### config.mk
export PLATFORM = sky130hd
export DESIGN_NAME = hysteresis_noise_gate_flat
export DESIGN_NICKNAME = d
export VERILOG_FILES = /design/src/rtl/hng_pkg.sv /design/src/rtl/hng_if.sv /design/src/rtl/hysteresis_noise_gate.sv /design/src/rtl/hng_datapath.sv /design/src/flat_wrapper.sv
export SDC_FILE = /design/constraint.sdc
export NUM_CORES = 2
export LEC_CHECK = 0
export BUFFER_PORTS_ARGS = -buffer_cell sky130_fd_sc_hd__buf_2
export CAP_MARGIN = 0
export CORE_MARGIN = 5
export CORE_UTILIZATION = 55
export CTS_BUF_LIST = sky130_fd_sc_hd__clkbuf_4 sky130_fd_sc_hd__clkbuf_8
export CTS_CLUSTER_SIZE = 30
export DETAILED_ROUTE_END_ITERATION = 7
export PLACE_DENSITY = 0.71
export SYNTH_ARGS = -nofsm -noshare
export SYNTH_HDL_FRONTEND = slang
export SYNTH_SLANG_ARGS = --single-unit
### constraint.sdc
create_clock -name clock -period 12.5 [get_ports clock]
set_clock_uncertainty 0.15 [all_clocks]
set_input_delay 0.625 -clock clock [delete_from_list [all_inputs] [get_ports clock]]
set_output_delay 0.625 -clock clock [all_outputs]
set_load 0.05 [all_outputs]
### src/rtl/hng_pkg.sv
// ----------------------------------------------------------------------------
// hng_pkg
// Shared types, register map, number formats and the control program of the
// noise gate sequencer.
// ----------------------------------------------------------------------------
package hng_pkg;

   // sample and state formats
   localparam int SAMPLE_W = 24;          // Q1.23
   localparam int STATE_W  = 40;          // Q1.39
   localparam int DIFF_W   = STATE_W + 1; // difference of two states
   localparam int GAIN_W   = 25;          // unsigned Q1.24
   localparam int COEF_W   = 25;          // multiplier coefficient port
   localparam int ACC_W    = 67;          // full product of diff and coef
   localparam int LO_W     = 21;          // low slice of the multiplicand
   localparam int THR_W    = 23;
   localparam int RATE_W   = 24;
   localparam int GUARD_W  = 16;          // state guard bits below the sample
   localparam int FRAC_W   = 24;          // coefficient fraction bits

   localparam logic [GAIN_W-1:0] UNITY_GAIN = GAIN_W'(1 << FRAC_W);

   // configuration register map
   localparam int CSR_IDX_W  = 3;
   localparam int CSR_DATA_W = 24;
   localparam logic [CSR_IDX_W-1:0] REG_GATE_ENABLE      = 3'd0;
   localparam logic [CSR_IDX_W-1:0] REG_OPEN_THRESHOLD   = 3'd1;
   localparam logic [CSR_IDX_W-1:0] REG_CLOSE_THRESHOLD  = 3'd2;
   localparam logic [CSR_IDX_W-1:0] REG_DETECTOR_ATTACK  = 3'd3;
   localparam logic [CSR_IDX_W-1:0] REG_DETECTOR_RELEASE = 3'd4;
   localparam logic [CSR_IDX_W-1:0] REG_GAIN_OPEN_RATE   = 3'd5;
   localparam logic [CSR_IDX_W-1:0] REG_GAIN_CLOSE_RATE  = 3'd6;

   typedef struct packed {
      logic              gate_enable;
      logic [THR_W-1:0]  open_threshold;
      logic [THR_W-1:0]  close_threshold;
      logic [RATE_W-1:0] detector_attack;
      logic [RATE_W-1:0] detector_release;
      logic [RATE_W-1:0] gain_open_rate;
      logic [RATE_W-1:0] gain_close_rate;
   } cfg_type;

   localparam cfg_type CFG_RESET = '{
      gate_enable:      1'b1,
      open_threshold:   THR_W'(8389),
      close_threshold:  THR_W'(3775),
      detector_attack:  RATE_W'(231414),
      detector_release: RATE_W'(1589),
      gain_open_rate:   RATE_W'(345897),
      gain_close_rate:  RATE_W'(1942)
   };

   // channel payloads
   typedef struct packed {
      logic signed [SAMPLE_W-1:0] sidechain_sample;
      logic signed [SAMPLE_W-1:0] signal_sample;
   } req_payload_type;

   typedef struct packed {
      logic signed [SAMPLE_W-1:0] gated_sample;
      logic                       gate_is_open;
   } rsp_payload_type;

   // micro-operations
   typedef enum logic [2:0] {
      OP_WAIT = 3'd0,  // take an input beat, branch on gate_enable
      OP_LOAD = 3'd1,  // form difference and coefficient for src
      OP_MLO  = 3'd2,  // low partial product
      OP_MHI  = 3'd3,  // high partial product, accumulate
      OP_WB   = 3'd4,  // state of src += product / 2^24
      OP_HYST = 3'd5,  // hysteresis compare
      OP_EMIT = 3'd6   // hand result to the output register
   } op_type;

   typedef enum logic [2:0] {
      SRC_HP   = 3'd0,
      SRC_LP   = 3'd1,
      SRC_ENV  = 3'd2,
      SRC_GAIN = 3'd3,
      SRC_OUT  = 3'd4,
      SRC_PASS = 3'd5
   } src_type;

   localparam int PC_W = 5;
   localparam logic [PC_W-1:0] PC_START = 5'd0;
   localparam logic [PC_W-1:0] PC_PASS  = 5'd22;
   localparam logic [PC_W-1:0] PC_LAST  = 5'd22;

   typedef struct packed {
      op_type          op;
      src_type         src;
      logic [PC_W-1:0] target;
   } uword_type;

   // datapath control for one cycle
   typedef struct packed {
      op_type  op;
      src_type src;
      logic    take;
   } ctrl_type;

   function automatic uword_type uw(input op_type op, input src_type src,
                                    input logic [PC_W-1:0] target);
      uword_type w;
      w.op     = op;
      w.src    = src;
      w.target = target;
      return w;
   endfunction

   // control program: four steps per filter update, shared multiplier
   function automatic uword_type hng_ucode(input logic [PC_W-1:0] pc);
      uword_type w;
      case (pc)
         5'd0:    w = uw(OP_WAIT, SRC_PASS, PC_PASS);
         5'd1:    w = uw(OP_LOAD, SRC_HP,   PC_START);
         5'd2:    w = uw(OP_MLO,  SRC_HP,   PC_START);
         5'd3:    w = uw(OP_MHI,  SRC_HP,   PC_START);
         5'd4:    w = uw(OP_WB,   SRC_HP,   PC_START);
         5'd5:    w = uw(OP_LOAD, SRC_LP,   PC_START);
         5'd6:    w = uw(OP_MLO,  SRC_LP,   PC_START);
         5'd7:    w = uw(OP_MHI,  SRC_LP,   PC_START);
         5'd8:    w = uw(OP_WB,   SRC_LP,   PC_START);
         5'd9:    w = uw(OP_LOAD, SRC_ENV,  PC_START);
         5'd10:   w = uw(OP_MLO,  SRC_ENV,  PC_START);
         5'd11:   w = uw(OP_MHI,  SRC_ENV,  PC_START);
         5'd12:   w = uw(OP_WB,   SRC_ENV,  PC_START);
         5'd13:   w = uw(OP_HYST, SRC_ENV,  PC_START);
         5'd14:   w = uw(OP_LOAD, SRC_GAIN, PC_START);
         5'd15:   w = uw(OP_MLO,  SRC_GAIN, PC_START);
         5'd16:   w = uw(OP_MHI,  SRC_GAIN, PC_START);
         5'd17:   w = uw(OP_WB,   SRC_GAIN, PC_START);
         5'd18:   w = uw(OP_LOAD, SRC_OUT,  PC_START);
         5'd19:   w = uw(OP_MLO,  SRC_OUT,  PC_START);
         5'd20:   w = uw(OP_MHI,  SRC_OUT,  PC_START);
         5'd21:   w = uw(OP_EMIT, SRC_OUT,  PC_START);
         5'd22:   w = uw(OP_EMIT, SRC_PASS, PC_START);
         default: w = uw(OP_WAIT, SRC_PASS, PC_PASS);
      endcase
      return w;
   endfunction

endpackage

### src/rtl/hng_if.sv
// ----------------------------------------------------------------------------
// hng_if
// Ready/valid channels of the noise gate: sample input, result output and
// the register write port.
// ----------------------------------------------------------------------------
interface hng_req_if;
   import hng_pkg::*;
   logic            valid;
   logic            ready;
   req_payload_type data;
   modport source (output valid, output data, input ready);
   modport sink   (input valid, input data, output ready);
endinterface

interface hng_rsp_if;
   import hng_pkg::*;
   logic            valid;
   logic            ready;
   rsp_payload_type data;
   modport source (output valid, output data, input ready);
   modport sink   (input valid, input data, output ready);
endinterface

interface hng_csr_if;
   import hng_pkg::*;
   logic                  valid;
   logic                  ready;
   logic [CSR_IDX_W-1:0]  reg_index;
   logic [CSR_DATA_W-1:0] wdata;
   modport source (output valid, output reg_index, output wdata, input ready);
   modport sink   (input valid, input reg_index, input wdata, output ready);
endinterface

### src/rtl/hysteresis_noise_gate.sv
// ----------------------------------------------------------------------------
// hysteresis_noise_gate
// Sidechain noise gate with hysteresis for Q1.23 audio, microcoded.
// ----------------------------------------------------------------------------
// With the gate enabled, a sample beat runs 22 program steps, from the accept
// step to the step that loads the result into the output register: the
// high-pass, low-pass, envelope and gain updates each run four steps
// (operand load, low and high partial product on the single 21x25 multiplier,
// write-back), the output scaling runs a load, two partial products and the
// hand-off, and one hysteresis step and the accept step come on top. With the
// gate disabled a beat runs only the accept step and the hand-off step. The
// hand-off step waits while the output register holds a result that has not
// been taken. The next beat is accepted while the previous result still waits
// in the output register. Register writes complete in the cycle they are
// presented; to have a write take effect on the next beat, the user writes
// while no beat is in progress, as the block itself does not enforce it.
module hysteresis_noise_gate #(
   parameter int HIGHPASS_COEF = 216776,
   parameter int LOWPASS_COEF  = 4952890
) (
   input  logic      clock,
   input  logic      reset,
   hng_req_if.sink   req_ch,
   hng_rsp_if.source rsp_ch,
   hng_csr_if.sink   csr_ch
);
   import hng_pkg::*;

   cfg_type             cfg_ff, cfg_in;
   logic [PC_W-1:0]     pc_ff, pc_in;
   logic                rsp_valid_ff, rsp_valid_in;
   rsp_payload_type     rsp_data_ff, rsp_data_in;
   uword_type           word;
   ctrl_type            ctrl;
   logic                req_take, emit_go, csr_take;
   logic signed [SAMPLE_W-1:0] emit_sample;
   logic                gate_open;

   // register writes
   assign csr_ch.ready = !reset;
   assign csr_take     = csr_ch.valid && csr_ch.ready;

   always_comb begin
      cfg_in = cfg_ff;
      if (csr_take) begin
         case (csr_ch.reg_index)
            REG_GATE_ENABLE:      cfg_in.gate_enable      = csr_ch.wdata[0];
            REG_OPEN_THRESHOLD:   cfg_in.open_threshold   = csr_ch.wdata[THR_W-1:0];
            REG_CLOSE_THRESHOLD:  cfg_in.close_threshold  = csr_ch.wdata[THR_W-1:0];
            REG_DETECTOR_ATTACK:  cfg_in.detector_attack  = csr_ch.wdata[RATE_W-1:0];
            REG_DETECTOR_RELEASE: cfg_in.detector_release = csr_ch.wdata[RATE_W-1:0];
            REG_GAIN_OPEN_RATE:   cfg_in.gain_open_rate   = csr_ch.wdata[RATE_W-1:0];
            REG_GAIN_CLOSE_RATE:  cfg_in.gain_close_rate  = csr_ch.wdata[RATE_W-1:0];
            default:              cfg_in = cfg_ff;
         endcase
      end
   end

   // sequencer: fetch, handshakes, next step
   assign word         = hng_ucode(pc_ff);
   assign req_ch.ready = (word.op == OP_WAIT) && !reset;
   assign req_take     = req_ch.valid && req_ch.ready;
   assign emit_go      = (word.op == OP_EMIT) && (!rsp_valid_ff || rsp_ch.ready);

   always_comb begin
      pc_in = pc_ff + PC_W'(1);
      case (word.op)
         OP_WAIT: begin
            if (!req_take) begin
               pc_in = pc_ff;
            end else if (!cfg_ff.gate_enable) begin
               pc_in = word.target;
            end
         end
         OP_EMIT: pc_in = emit_go ? word.target : pc_ff;
         default: pc_in = pc_ff + PC_W'(1);
      endcase
   end

   assign ctrl.op   = word.op;
   assign ctrl.src  = word.src;
   assign ctrl.take = req_take;

   hng_datapath #(
      .HIGHPASS_COEF (HIGHPASS_COEF),
      .LOWPASS_COEF  (LOWPASS_COEF)
   ) u_datapath (
      .clock       (clock),
      .reset       (reset),
      .ctrl        (ctrl),
      .cfg         (cfg_ff),
      .req_data    (req_ch.data),
      .emit_sample (emit_sample),
      .gate_open   (gate_open)
   );

   // output register
   always_comb begin
      rsp_valid_in = rsp_valid_ff && !rsp_ch.ready;
      rsp_data_in  = rsp_data_ff;
      if (emit_go) begin
         rsp_valid_in             = 1'b1;
         rsp_data_in.gated_sample = emit_sample;
         rsp_data_in.gate_is_open = gate_open;
      end
   end

   always_ff @(posedge clock) begin
      if (reset) begin
         cfg_ff       <= CFG_RESET;
         pc_ff        <= PC_START;
         rsp_valid_ff <= 1'b0;
      end else begin
         cfg_ff       <= cfg_in;
         pc_ff        <= pc_in;
         rsp_valid_ff <= rsp_valid_in;
      end
   end

   always_ff @(posedge clock) begin
      rsp_data_ff <= rsp_data_in;
   end

   assign rsp_ch.valid = rsp_valid_ff;
   assign rsp_ch.data  = rsp_data_ff;

`ifndef NO_ASSERTIONS
   ap_enabled_start: assert property (@(posedge clock) disable iff (reset)
      (req_take && cfg_ff.gate_enable) |=> (word.op == OP_LOAD))
      else $error("enabled beat did not start the filter program");
   ap_pc_range: assert property (@(posedge clock) disable iff (reset)
      pc_ff <= PC_LAST)
      else $error("step counter beyond the program");
   ap_emit_stall: assert property (@(posedge clock) disable iff (reset)
      (word.op == OP_EMIT && rsp_valid_ff && !rsp_ch.ready) |=> $stable(pc_ff))
      else $error("program moved on while the output register was full");
   ap_single_emit: assert property (@(posedge clock) disable iff (reset)
      emit_go |=> (word.op == OP_WAIT))
      else $error("result hand-off did not return to the accept step");
`endif

endmodule

### src/rtl/hng_datapath.sv
// ----------------------------------------------------------------------------
// hng_datapath
// Filter, envelope and gain state with one shared 21x25 multiplier, driven
// one micro-operation per cycle by the sequencer.
// ----------------------------------------------------------------------------
module hng_datapath #(
   parameter int HIGHPASS_COEF = 216776,
   parameter int LOWPASS_COEF  = 4952890
) (
   input  logic                              clock,
   input  logic                              reset,
   input  hng_pkg::ctrl_type                 ctrl,
   input  hng_pkg::cfg_type                  cfg,
   input  hng_pkg::req_payload_type          req_data,
   output logic signed [hng_pkg::SAMPLE_W-1:0] emit_sample,
   output logic                              gate_open
);
   import hng_pkg::*;

   localparam logic [COEF_W-1:0] HP_C = COEF_W'(HIGHPASS_COEF);
   localparam logic [COEF_W-1:0] LP_C = COEF_W'(LOWPASS_COEF);
   localparam int HI_W = DIFF_W - LO_W;

   // captured beat
   logic signed [SAMPLE_W-1:0] sc_ff, sc_in, sig_ff, sig_in;
   // filter state
   logic signed [STATE_W-1:0]  hs_ff, hs_in, lp_ff, lp_in, env_ff, env_in;
   logic                       open_ff, open_in;
   logic [GAIN_W-1:0]          gain_ff, gain_in;
   // multiplier operands and accumulator
   logic signed [DIFF_W-1:0]   d_ff, d_in;
   logic [COEF_W-1:0]          c_ff, c_in;
   logic signed [ACC_W-1:0]    acc_ff, acc_in;

   logic signed [DIFF_W-1:0]   x41, hs41, lp41, env41, d_hp, d_lp, mag41, d_env;
   logic signed [STATE_W-1:0]  hp_sat;
   logic signed [GAIN_W:0]     target26, gain26, d_gain;
   logic signed [DIFF_W-1:0]   q41, wb_hs, wb_lp, wb_env;
   logic signed [GAIN_W:0]     wb_gain;
   logic [LO_W-1:0]            d_lo;
   logic signed [HI_W-1:0]     d_hi;
   logic signed [LO_W+COEF_W:0]  prod_lo;
   logic signed [HI_W+COEF_W:0]  prod_hi;

   // operand forming
   always_comb begin
      x41   = {sc_ff[SAMPLE_W-1], sc_ff, GUARD_W'(0)};
      hs41  = {hs_ff[STATE_W-1], hs_ff};
      lp41  = {lp_ff[STATE_W-1], lp_ff};
      env41 = {env_ff[STATE_W-1], env_ff};
      d_hp  = x41 - hs41;
      // high-pass output saturated to the state range
      if (d_hp[DIFF_W-1] != d_hp[DIFF_W-2]) begin
         hp_sat = d_hp[DIFF_W-1] ? {1'b1, {(STATE_W-1){1'b0}}}
                                 : {1'b0, {(STATE_W-1){1'b1}}};
      end else begin
         hp_sat = d_hp[STATE_W-1:0];
      end
      d_lp     = {hp_sat[STATE_W-1], hp_sat} - lp41;
      mag41    = lp_ff[STATE_W-1] ? -lp41 : lp41;
      d_env    = mag41 - env41;
      target26 = open_ff ? $signed({1'b0, UNITY_GAIN}) : '0;
      gain26   = $signed({1'b0, gain_ff});
      d_gain   = target26 - gain26;
   end

   // shared multiplier, signed high slice and unsigned low slice
   always_comb begin
      d_lo    = d_ff[LO_W-1:0];
      d_hi    = d_ff[DIFF_W-1:LO_W];
      prod_lo = (LO_W+COEF_W+1)'(d_lo) * (LO_W+COEF_W+1)'(c_ff);
      prod_hi = (HI_W+COEF_W+1)'(d_hi) * $signed((HI_W+COEF_W+1)'(c_ff));
   end

   // floor(product / 2^24) and the write-back sums
   always_comb begin
      q41     = acc_ff[FRAC_W+DIFF_W-1:FRAC_W];
      wb_hs   = hs41 + q41;
      wb_lp   = lp41 + q41;
      wb_env  = env41 + q41;
      wb_gain = gain26 + q41[GAIN_W:0];
   end

   // next state per micro-operation
   always_comb begin
      sc_in   = sc_ff;
      sig_in  = sig_ff;
      hs_in   = hs_ff;
      lp_in   = lp_ff;
      env_in  = env_ff;
      open_in = open_ff;
      gain_in = gain_ff;
      d_in    = d_ff;
      c_in    = c_ff;
      acc_in  = acc_ff;
      case (ctrl.op)
         OP_WAIT: begin
            if (ctrl.take) begin
               sc_in  = req_data.sidechain_sample;
               sig_in = req_data.signal_sample;
            end
         end
         OP_LOAD: begin
            case (ctrl.src)
               SRC_HP: begin
                  d_in = d_hp;
                  c_in = HP_C;
               end
               SRC_LP: begin
                  d_in = d_lp;
                  c_in = LP_C;
               end
               SRC_ENV: begin
                  d_in = d_env;
                  c_in = (mag41 > env41) ? {1'b0, cfg.detector_attack}
                                         : {1'b0, cfg.detector_release};
               end
               SRC_GAIN: begin
                  d_in = DIFF_W'(d_gain);
                  c_in = (target26 > gain26) ? {1'b0, cfg.gain_open_rate}
                                             : {1'b0, cfg.gain_close_rate};
               end
               default: begin
                  d_in = DIFF_W'(sig_ff);
                  c_in = gain_ff;
               end
            endcase
         end
         OP_MLO: acc_in = {{(ACC_W-LO_W-COEF_W-1){1'b0}}, prod_lo};
         OP_MHI: acc_in = acc_ff + {prod_hi, LO_W'(0)};
         OP_WB: begin
            case (ctrl.src)
               SRC_HP:   hs_in   = wb_hs[STATE_W-1:0];
               SRC_LP:   lp_in   = wb_lp[STATE_W-1:0];
               SRC_ENV:  env_in  = wb_env[STATE_W-1:0];
               SRC_GAIN: gain_in = wb_gain[GAIN_W-1:0];
               default:  gain_in = gain_ff;
            endcase
         end
         OP_HYST: begin
            if (!open_ff) begin
               if (env41 >= $signed({2'b00, cfg.open_threshold, GUARD_W'(0)})) begin
                  open_in = 1'b1;
               end
            end else begin
               if (env41 < $signed({2'b00, cfg.close_threshold, GUARD_W'(0)})) begin
                  open_in = 1'b0;
               end
            end
         end
         default: open_in = open_ff;
      endcase
   end

   // state registers
   always_ff @(posedge clock) begin
      if (reset) begin
         hs_ff   <= '0;
         lp_ff   <= '0;
         env_ff  <= '0;
         open_ff <= 1'b0;
         gain_ff <= '0;
      end else begin
         hs_ff   <= hs_in;
         lp_ff   <= lp_in;
         env_ff  <= env_in;
         open_ff <= open_in;
         gain_ff <= gain_in;
      end
   end

   // working registers
   always_ff @(posedge clock) begin
      sc_ff  <= sc_in;
      sig_ff <= sig_in;
      d_ff   <= d_in;
      c_ff   <= c_in;
      acc_ff <= acc_in;
   end

   assign emit_sample = (ctrl.src == SRC_PASS) ? sig_ff : q41[SAMPLE_W-1:0];
   assign gate_open   = open_ff;

`ifndef NO_ASSERTIONS
   ap_gain_range: assert property (@(posedge clock) disable iff (reset)
      gain_ff <= UNITY_GAIN)
      else $error("gain above unity");
   ap_env_sign: assert property (@(posedge clock) disable iff (reset)
      !env_ff[STATE_W-1])
      else $error("envelope went negative");
   ap_open_hyst: assert property (@(posedge clock) disable iff (reset)
      (ctrl.op != OP_HYST) |=> $stable(open_ff))
      else $error("gate flag changed outside the hysteresis step");
`endif

endmodule

### src/flat_wrapper.sv
// flat-port wrapper written by rule: the top's interface ports become plain ports
module hysteresis_noise_gate_flat import hng_pkg::*;
#(
   parameter int HIGHPASS_COEF = 216776,
   parameter int LOWPASS_COEF  = 4952890
)
  (clock, reset, req_ch_valid, req_ch_data, req_ch_ready, rsp_ch_valid, rsp_ch_data, rsp_ch_ready, csr_ch_valid, csr_ch_reg_index, csr_ch_wdata, csr_ch_ready);
  hng_req_if req_ch_i ();
  hng_rsp_if rsp_ch_i ();
  hng_csr_if csr_ch_i ();
  input  logic clock;
  input  logic reset;
  input wire logic [$bits(req_ch_i.valid)-1:0] req_ch_valid;
  input wire logic [$bits(req_ch_i.data)-1:0] req_ch_data;
  output wire logic [$bits(req_ch_i.ready)-1:0] req_ch_ready;
  output wire logic [$bits(rsp_ch_i.valid)-1:0] rsp_ch_valid;
  output wire logic [$bits(rsp_ch_i.data)-1:0] rsp_ch_data;
  input wire logic [$bits(rsp_ch_i.ready)-1:0] rsp_ch_ready;
  input wire logic [$bits(csr_ch_i.valid)-1:0] csr_ch_valid;
  input wire logic [$bits(csr_ch_i.reg_index)-1:0] csr_ch_reg_index;
  input wire logic [$bits(csr_ch_i.wdata)-1:0] csr_ch_wdata;
  output wire logic [$bits(csr_ch_i.ready)-1:0] csr_ch_ready;
  assign req_ch_i.valid = req_ch_valid;
  assign req_ch_i.data = req_ch_data;
  assign req_ch_ready = req_ch_i.ready;
  assign rsp_ch_valid = rsp_ch_i.valid;
  assign rsp_ch_data = rsp_ch_i.data;
  assign rsp_ch_i.ready = rsp_ch_ready;
  assign csr_ch_i.valid = csr_ch_valid;
  assign csr_ch_i.reg_index = csr_ch_reg_index;
  assign csr_ch_i.wdata = csr_ch_wdata;
  assign csr_ch_ready = csr_ch_i.ready;
  hysteresis_noise_gate #(.HIGHPASS_COEF(HIGHPASS_COEF), .LOWPASS_COEF(LOWPASS_COEF)) u_core (.clock(clock), .reset(reset), .req_ch(req_ch_i), .rsp_ch(rsp_ch_i), .csr_ch(csr_ch_i));
endmodule
# Word-level counts from Yosys, hierarchy flattened
# Memories as Yosys holds them, arrays and structs flattened. A register that Yosys moved wholly into a read port is not among the register bits.
# Cells that the tools add are included.
[word_totals]
reg_bits = 501
latchBits = 0
mem_bits_rw = 0
romBits = 288
n_memories = 1
[classes]
n_addsub = 11
multipliers = 2
div_mod_pow = 0
magnitude_cmp = 4
eq_ne = 19
n_shift = 0
muxes = 20
bitwise = 0
reduce_logical = 26
[memory_table]
columns = ["name", "words", "word_bits", "read_ports", "rd_clocked_by_memory_dff", "wr", "line", "rtl"]
rows = [
  ["(no name shown)", 32, 9, 1, 1, 0, "hng_pkg.sv:115", "case (pc)"],
]
[op_table]
columns = ["operator", "count"]
rows = [
  ["41-bit one-hot mux with 4 select lines", 1],
  ["67-bit one-hot mux with 2 select lines", 1],
  ["40-bit adder", 3],
  ["25-bit one-hot mux with 4 select lines", 1],
  ["40-bit by 40-bit subtractor with 41-bit output", 2],
  ["40-bit two-way mux", 2],
  ["24-bit two-way mux", 3],
  ["67-bit adder", 1],
  ["20-bit by 26-bit multiplier with 46-bit output", 1],
  ["21-bit by 25-bit multiplier with 46-bit output", 1],
  ["41-bit by 40-bit greater-than comparator with 1-bit output", 1],
  ["41-bit two-way mux", 1],
  ["40-bit negation with 41-bit output", 1],
  ["41-bit by 40-bit subtractor with 41-bit output", 1],
  ["40-bit >= comparator", 1],
  ["40-bit less-than comparator", 1],
  ["2-bit AND reduction", 13],
  ["25-bit by 25-bit subtractor with 26-bit output", 1],
  ["25-bit adder", 1],
  ["25-bit greater-than comparator", 1],
  ["25-bit two-way mux", 1],
  ["5-bit two-way mux", 5],
  ["3-bit equality test (second input constant)", 7],
  ["3-bit by 2-bit equality test with 1-bit output (second input constant)", 6],
  ["other kinds (11)", 25],
]

# Longest topological paths before layout
[depth]
depth_word = 7
ltp_mapped = 40

# Modules after synthesis
# From an unflattened synthesis, not the netlist that was laid out.
[unflattened]
cells_unflattened = 8086
area_unflattened_um2 = 68580.8
[modules_own_cells]
columns = ["module", "n_inst", "cells_each", "area_each_um2", "seq_area_each_um2"]
rows = [
  ["hng_datapath", 1, 7313, 61786.8, 7637.3],
  ["hysteresis_noise_gate", 1, 773, 6794.0, 3873.7],
]

# Least setup slack after synthesis
# OpenSTA, ideal clock, no wires.
[synth_path]
path_kind = "reg-to-reg"
from = "register u_core.u_datapath.c_ff[10]"
to = "register u_core.u_datapath.acc_ff[63], data pin"
setup_ns = 0.273
arrival_ns = 8.636
required_ns = 12.077
setup_slack_ns = 3.441
stages_incl_launch_ff = 39
path_buffers = 1
cell_sequence = "edfxtp_1 clkbuf_1 and2_1 fa_1 fa_1 inv_1 fa_1 inv_1 fa_1 inv_1 fa_1 inv_1 fa_1 inv_1 fa_1 inv_1 ha_1 a21oi_1 [... 3 more ...] o21a_1 o21a_1 o21ai_0 a21boi_0 mux2i_1 nand2_1 ha_1 and3_1 and3_1 nand3_1 or3_1 a31oi_1 o211ai_1 nand4_1 nor3b_1 nor4_1 o311ai_0 o41ai_1"
[synth_via]
elab_chain_len = 3
[synth_lines]
columns = ["element", "line", "rtl"]
rows = [
  ["start: declaration", "hng_datapath.sv:32", "logic [COEF_W-1:0] c_ff, c_in;"],
  ["start signal: assignment", "hng_datapath.sv:177", "c_ff <= c_in;"],
  ["20-bit by 26-bit multiplier with 46-bit output", "hng_datapath.sv:72", "prod_hi = (HI_W+COEF_W+1)'(d_hi) * $signed((HI_W+COEF_W+1)'(c_ff));"],
  ["67-bit adder", "hng_datapath.sv:130", "OP_MHI: acc_in = acc_ff + {prod_hi, LO_W'(0)};"],
  ["67-bit one-hot mux with 2 select lines", "hng_datapath.sv:96", "case (ctrl.op)"],
  ["end signal: assignment", "hng_datapath.sv:178", "acc_ff <= acc_in;"],
  ["end: declaration", "hng_datapath.sv:33", "logic signed [ACC_W-1:0] acc_ff, acc_in;"],
]
# No other way between the ends.
# A chain may end at the register's enable or synchronous reset.

# Worst setup path after layout
[layout_path]
from = "register u_core.u_datapath.c_ff[7]"
to = "register u_core.u_datapath.acc_ff[63], data pin"
# The elaborated chain is that of the path after synthesis.

==> results.py <==
metrics = {
    "sta": {
        "setup_ws_ps": 1797,
        "setup_violations": 0,
        "rsz0062_at_grt": "no",
        "slew_viol_final": 0,
        "relSlewSlack": 0.1118,
        "final.setup.tns_ps": 0,
        "finalHoldViolCount": 0,
        "worstMarginPinSlew_ps": 1318,
        "min_period_over_period": 0.8563,
        "layout_min_cycle_time_ps": 10700,
        "fmaxAchievable_mhz": 93.43,
        "hold_ws_ps": 75.61,
    },
    "place": {
        "portBuffers": 107,
        "hpwl_um": 169900,
        "place_congestion": 1.002,
        "place_ws_ps": 1984,
    },
    "drt": {
        "drt_iter0_markers": 4755,
        "drc": 0,
        "num_vias": 58430,
        "drt_first_pass_iters": 6,
        "via_per_inst": 5.939,
        "final_antenna_net_count": 0,
        "routed_wl_um": 218800,
        "wire_per_inst_um": 22.24,
    },
    "global_routing": {
        "grt.overflow.total": 0,
        "grt_max_degree": 76,
        "track_usage": 0.3301,
        "antenna_found_initial": 18,
        "grt_pass1_wl_um": 337100,
        "grt_pass1_vias": 58770,
    },
    "floorplan": {
        "ios": 108,
        "die_w_um": 363.1,
        "dieArea_sq_um": 131900,
        "die_y_um": 363.1,
        "design.core.area_sq_um": 123800,
        "start_util": 0.5540,
        "num_rows": 129,
    },
    "setup_path": {
        "worstPathRequired_ps": 12910,
        "critPathCaptureType": "flop",
        "worstPathArrival_ps": 11110,
        "cp_max_fo": 22,
        "r2r-start": "u_core.u_datapath.c_ff[7]",
        "crit_top_cell": "fa_1",
        "cp-startpoint": "u_core.u_datapath.c_ff[7]",
        "cpPeakStageDelay_ps": 950,
        "path_class": "reg -> reg",
        "start_kind": "flop",
        "crit_slowest_cell": "edfxtp_1",
    },
    "final_layout": {
        "multiInputGateArea_sq_um": 51450,
        "layout-drive-gt1-share": 0.05835,
        "final_cell_mix": "nand2_1 (1321), inv_1 (1131), fa_1 (851)",
        "nets": 9712,
        "mostFrequentLayoutCell": "nand2_1",
        "area_delta_synth_final_pct": 7.073,
        "final.fill_count": 11020,
        "regArea_sq_um": 11510,
    },
    "run_status": {
        "status": "finished clean",
    },
    "logic_synthesis": {
        "synth_area_sq_um": 68590,
        "avgSynthCellArea_sq_um": 8.466,
        "ys_warn_count": 0,
        "ys_types": 91,
        "synth-main-ff-cell": "dfxtp_1",
        "synth_edf_count": 182,
        "async_reset_ff_frac": 0,
        "yosysSeqAreaShare": 0.1678,
        "ys_ff_latch": 484,
        "synth_nets": 9696,
        "synth_cells": 8101,
    },
    "run": {
        "maxCapViolCount": 0,
    },
    "cts": {
        "cts_tree": "yes",
        "htreeDepth": 3,
        "clock-sinks": 484,
        "clk_latency_ps": 850,
        "path_clk_slew_ps": 70,
        "clockRootBuffer": "clkbuf_8",
        "cts_buffer_depth": 3,
        "postCtsResizedCells": 0,
        "numCtsBuffers": 93,
    },
    "hold_path": {
        "hold_path.class": "in -> reg",
        "hp-start": "csr_ch_reg_index[2]",
    },
}
## timing repair
| item | 4_1_cts | 5_1_grt |
|---|---|---|
| hold endpoints to repair | 192 | 0 |
| buffers inserted | 0 | 0 |
| hold buffers | 73 | 0 |
## path summary, 6_finish.rpt
check | to | slack [ps] | cells past startpoint
worst max-delay path | u_core.u_datapath.acc_ff[63] | 1800 | 36
worst min-delay path | u_core.cfg_ff[142] | 80 | 4
worst max register to register | u_core.u_datapath.acc_ff[63] | 1800 | 36
worst min register to register | u_core.cfg_ff[60] | 300 | 2
## kinds of logic after synthesis
| group | after synthesis | synth area share |
|---|---|---|
| AO/OA/AOI/OAI | 1518 | 0.1400 |
| XOR/XNOR | 355 | 0.04533 |
| adder cells (fa/ha/maj) | 1515 | 0.3695 |
| buffers and inverters | 1498 | 0.08279 |
| flip-flops | 484 | 0.1678 |
| multiplexers | 97 | 0.01638 |
| other | 1 | 0.00005468 |
| AND/OR/NAND/NOR | 2633 | 0.1781 |
## worst max-delay path, delay by kind of cell, from the launching register on
kind            cells  cell delay, ps
buf+inv             4             530
mux                 1             230
flops               1             950
fa+ha+maj           9            4250
simple gates        9            1670
compound gates     13            2620
## synthesized netlist by cell type, drive strengths merged, types with 16 or more instances
master / n / share of area
mux2: 22 / 0.0036
dfxtp: 302 / 0.088
o221ai: 18 / 0.0023
mux2i: 65 / 0.0095
nand2: 1321 / 0.072
nor2b: 49 / 0.0045
and3: 36 / 0.0033
ha: 664 / 0.12
a21oi: 530 / 0.039
nand3: 123 / 0.0090
a31oi: 53 / 0.0048
clkbuf: 344 / 0.019
fa: 851 / 0.25
a21o: 183 / 0.020
xor2: 132 / 0.017
nor4: 24 / 0.0026
nand2b: 63 / 0.0057
xnor2: 223 / 0.028
or3: 34 / 0.0031
nand4: 50 / 0.0046
o21a: 78 / 0.0085
a211oi: 59 / 0.0067
or2: 21 / 0.0019
inv: 1131 / 0.062
o211ai: 46 / 0.0050
buf: 20 / 0.0019
o21bai: 47 / 0.0051
o31ai: 51 / 0.0059
nor3: 100 / 0.0074
and2: 440 / 0.040
o21ai: 275 / 0.020
nor2: 322 / 0.018
nor3b: 16 / 0.0018
o22ai: 22 / 0.0020
edfxtp: 182 / 0.080
## metrics by stage
| stage | cell area, sq um | instances | utilization |
|---|---|---|---|
| 4_1_cts | 73410 | 9829 | 0.5930 |
| 2_1_floorplan | 68590 | 8101 | - |
| 3_5_place_dp | 70610 | 9586 | 0.5703 |
| 6_report | 73440 | 9839 | 0.5932 |
| 5_1_grt | 73420 | 9834 | 0.5931 |
| 3_3_place_gp | 70610 | 9586 | 0.5703 |
## routing by layer
metal  routed length, um  global-route usage  vias to the layer above
met4               14590              0.1805                       10
met2              101400              0.5476                     2425
li1                    -                   -                    26620
met3               18290             0.06558                      624
met1               84470              0.4070                    28750
met5                  55                   0                        -
## registers in the layout, summed over array words and instances (netlist names)
name and count:
u_core.rsp_ch.data 25, u_core.u_datapath.gain_ff 25, u_core.u_datapath.c_ff 25, u_core.u_datapath.gate_open 1, u_core.cfg_ff 143, u_core.u_datapath.hs_ff 40, u_core.u_datapath.d_ff 41, u_core.u_datapath.acc_ff 43
u_core.pc_ff 5, u_core.rsp_ch.valid 1, u_core.u_datapath.lp_ff 40, u_core.u_datapath.sig_ff 24, u_core.u_datapath.env_ff 40, u_core.u_datapath.sc_ff 24, u_core.word 7
## cell type report
type,count,area share
antenna,10,0.0003408
clock buffer,128,0.02169
multi-input combinational,6119,0.7007
sequential,484,0.1568
inverter,1134,0.05796
timing repair buffer,285,0.02810
tap,1637,0.02789
clock inverter,42,0.006577
Power is left out: the tool's default activity adds up to more than one toggle a clock period on the data nets, which glitch-free logic cannot reach.
